### src/rtl/fls_pkg.sv
// shared types and codes for the free-list slot allocator
`timescale 1ns / 1ps

package fls_pkg;

   // result status codes
   localparam logic [1:0] STATUS_OK        = 2'd0;
   localparam logic [1:0] STATUS_EXHAUSTED = 2'd1;
   localparam logic [1:0] STATUS_NULL_FREE = 2'd2;

   // request kind carried in the action field
   localparam logic ACTION_ALLOC = 1'b0;
   localparam logic ACTION_FREE  = 1'b1;

   // source of the slot field in a result beat
   localparam logic [1:0] SLOT_SEL_ZERO   = 2'd0;
   localparam logic [1:0] SLOT_SEL_HEAD   = 2'd1;
   localparam logic [1:0] SLOT_SEL_CARVED = 2'd2;

   // fixed field widths
   localparam int SLOT_W   = 10;
   localparam int STATUS_W = 2;

   // controller to datapath commands
   typedef struct packed {
      logic                push;
      logic                pop_start;
      logic                pop_finish;
      logic                carve;
      logic                load_rsp;
      logic [1:0]          slot_sel;
      logic [STATUS_W-1:0] status;
   } fls_cmd_type;

   // datapath to controller status
   typedef struct packed {
      logic list_avail;
      logic carve_avail;
      logic free_in_pool;
      logic rsp_busy;
   } fls_stat_type;

endpackage

### src/rtl/fls_ctrl.sv
// allocator controller: decodes request beats and sequences list pops
`timescale 1ns / 1ps

module fls_ctrl import fls_pkg::*; (
   input  logic         clock,
   input  logic         reset,
   input  logic         req_valid,
   input  logic         action,
   input  logic         free_is_null,
   input  fls_stat_type stat,
   output logic         req_ready,
   output fls_cmd_type  cmd
);

   localparam logic S_IDLE     = 1'b0;
   localparam logic S_POP_WAIT = 1'b1;

   logic state_ff, state_in;
   logic accept;

   // no beat is taken while reset is held
   assign req_ready = !reset && (state_ff == S_IDLE) && !stat.rsp_busy;
   assign accept    = req_valid && req_ready;

   // command decode
   always_comb begin
      cmd      = '0;
      state_in = state_ff;
      unique case (state_ff)
         S_IDLE: begin
            if (accept) begin
               cmd.load_rsp = 1'b1;
               cmd.slot_sel = SLOT_SEL_ZERO;
               cmd.status   = STATUS_OK;
               if (action == ACTION_ALLOC) begin
                  priority if (stat.list_avail) begin
                     cmd.pop_start = 1'b1;
                     cmd.slot_sel  = SLOT_SEL_HEAD;
                     state_in      = S_POP_WAIT;
                  end else if (stat.carve_avail) begin
                     cmd.carve    = 1'b1;
                     cmd.slot_sel = SLOT_SEL_CARVED;
                  end else begin
                     cmd.status = STATUS_EXHAUSTED;
                  end
               end else begin
                  if (free_is_null) begin
                     cmd.status = STATUS_NULL_FREE;
                  end else begin
                     cmd.push = stat.free_in_pool;
                  end
               end
            end
         end
         S_POP_WAIT: begin
            // link read data is back, move the head
            cmd.pop_finish = 1'b1;
            state_in       = S_IDLE;
         end
         default: begin
            state_in = S_IDLE;
         end
      endcase
   end

   always_ff @(posedge clock) begin
      if (reset) begin
         state_ff <= S_IDLE;
      end else begin
         state_ff <= state_in;
      end
   end

endmodule

### config.mk
export PLATFORM = sky130hd
export DESIGN_NAME = fls_ctrl
export DESIGN_NICKNAME = d
export VERILOG_FILES = /design/src/rtl/fls_pkg.sv /design/src/rtl/fls_ctrl.sv
export SDC_FILE = /design/constraint.sdc
export NUM_CORES = 1
export LEC_CHECK = 0
export CORE_AREA = 2 2 39 41
export DETAILED_ROUTE_END_ITERATION = 8
export DIE_AREA = 0 0 41 43
export DONT_BUFFER_PORTS = 1
export HOLD_SLACK_MARGIN = 0.1
export PLACE_DENSITY = 0.33
export SKIP_CTS_REPAIR_TIMING = 1
export SYNTH_ARGS = -nofsm -noshare
export SYNTH_HDL_FRONTEND = slang
export SYNTH_SLANG_ARGS = --single-unit
### constraint.sdc
create_clock -name clock -period 2.5 [get_ports clock]
set_input_delay 0.25 -clock clock [delete_from_list [all_inputs] [get_ports clock]]
set_output_delay 0.25 -clock clock [all_outputs]
set_load 0.02 [all_outputs]
==> metrics.cfg <==
[outcome]
outcome=finished, final reports clean

[logic_synthesis]
ys_ff_latch=1
ys_seq_area_frac=0.155
synth_warnings=0
synth-edff-count=0
async_flop_share=0
synth.most_common_cell=buf_4
syn_area_sq_um=129
synth_flop_cell=dfxtp_1
yosysTopAreaCell=nor3b_2
yosys-top-cells-count=buf_4, nor3b_2
synth_cell_types=10
synth.area.top_cells=nor3b_2, buf_4, dfxtp_1
synth_area_per_cell_sq_um=9.91
syn_inst=13
synthesis.nets=22
synth_top_area_frac=0.194

[cells_and_area]
stdcell_area_sq_um=149
reg_top3=state_ff: 1 flops
fill_cells=159
areaGrowthSynthToFinish_pct=15.5
largest_reg_flops=1
num-nets-final=24
drive_gt1_frac=0.615
post-route-util=0.108
top_register=state_ff
diodes=0
fin_cells=29

[hold_path]
whs_path_depth=1
hp-class=in -> reg
min_from=action
holdPathEnd=state_ff$_SDFF_PP0_

[sta]
layout_min_cycle_time_ps=1730
fin_setup_tns_ps=0
slew_viol_final=0
hold_violations=0
fin_skew_ps=0
maxSlewHeadroom=0.571
setup_viol=0
rsz0062_at_grt=false
finalCritPeriodShare=0.693
worstMarginPinSlew_ps=639
fmax_mhz=577

[setup_path]
arrival_ps=1480
reg2reg_depth=2
crit_path_top_delay_cell=or4b_4
crit_type=reg -> out
cp-end-kind=primary output
crit_family=simple AND/OR/NAND/NOR gates
reg2reg_from=state_ff$_SDFF_PP0_
rrSetupSlack_ps=1290
startpoint_type=flip-flop
crit_chain=or4b_4 > clkinv_2 > and4b_1
slowest_delay_ps=620
crit_required_ps=2250
cp_max_fo=5
regToRegEndpoint=state_ff$_SDFF_PP0_
worst-path-buf-inv=1

[global_route]
grt_max_degree=7
grt_overflow=0
grt_pass1_wl_um=496
grt_pass1_vias=113
antenna_found_initial=0
grt_usage=0.0420

[routing]
wl_um=403
avgViaCountPerCell=3.76
post-route-drc-count=0
drtIter0Drc=1
vias=109
routedWlPerCell_um=13.9
dr.pass1.iters=2
postRouteAntennaNets=0

[pwr]
p_leak_uw=0.0000551
power_uw=28.0
power.density_nw_per_um2=188
vdd_drop_max_uv=36.1

[die]
die_y_um=43
rows=14
core_area_sq_um=1380
die_w_um=41
ios=19
initial_core_util=0.0931
die-area_sq_um=1760

[clock_network]
clk_pin_slew_worst_paths_ps=0
clk_latency_ps=0

[place]
dpl_cell_area_sq_um=149
placed_cells=29
port_buffers=0
gp_congestion=0.550

[run]
cap_violations=0

## per-stage QoR
step                setup WS (ps)  hold WS, ps
finish                        768          321
global route                  730          325
CTS                           776          322
detailed placement            777          322
global placement              784          323
floorplan                     601          320
## how the worst max path moves through the flow
stage,endpoint,startpoint,depth (start not counted)
after floorplan,cmd[5],state_ff$_SDFF_PP0_,3
after global placement,cmd[8],state_ff$_SDFF_PP0_,3
after detailed placement,cmd[8],state_ff$_SDFF_PP0_,3
after CTS,cmd[8],state_ff$_SDFF_PP0_,3
after global routing,cmd[8],state_ff$_SDFF_PP0_,3
final,cmd[8],state_ff$_SDFF_PP0_,3
## area by class of cell
type | instances | area, sq um | area share
inverter | 1 | 5.00 | 0.0336
multi-input combinational | 8 | 81.3 | 0.546
sequential | 1 | 20.0 | 0.134
tap | 16 | 20.0 | 0.134
timing repair buffer | 3 | 22.5 | 0.151
## cells by family (layout without fill, tap and decap cells)
group,Yosys count,in the layout,share of synthesized area
buffers and inverters,4,4,0.214
flip-flops,1,1,0.155
AND/OR/NAND/NOR,8,8,0.631
## where the power goes
group	internal, uW	switching, uW
registers	16.6	0.563
clock network	0	0
logic	4.18	6.73
total	20.7	7.29
## metal layers
layer,routed length [um],vias up,global-route usage
met5,0,-,0
met1,153,42,0.0571
li1,-,48,-
met4,0,0,0
met3,164,0,0.0576
met2,86,19,0.0406
## layout by cell type, fill, tap and decap left out
cell and n:
and3_1 1, and4b_1 1, buf_4 3, clkinv_2 1
dfxtp_1 1, nor3_1 1, nor3b_2 2, nor4_1 1
nor4b_2 1, or4b_4 1
## worst register-to-register path, delay by kind of cell, from the launching register on
| kind | cells | cell delay (ps) |
|---|---|---|
| simple gates | 2 | 780 |
| flops | 1 | 360 |
(Power assumes the default switching activity.)
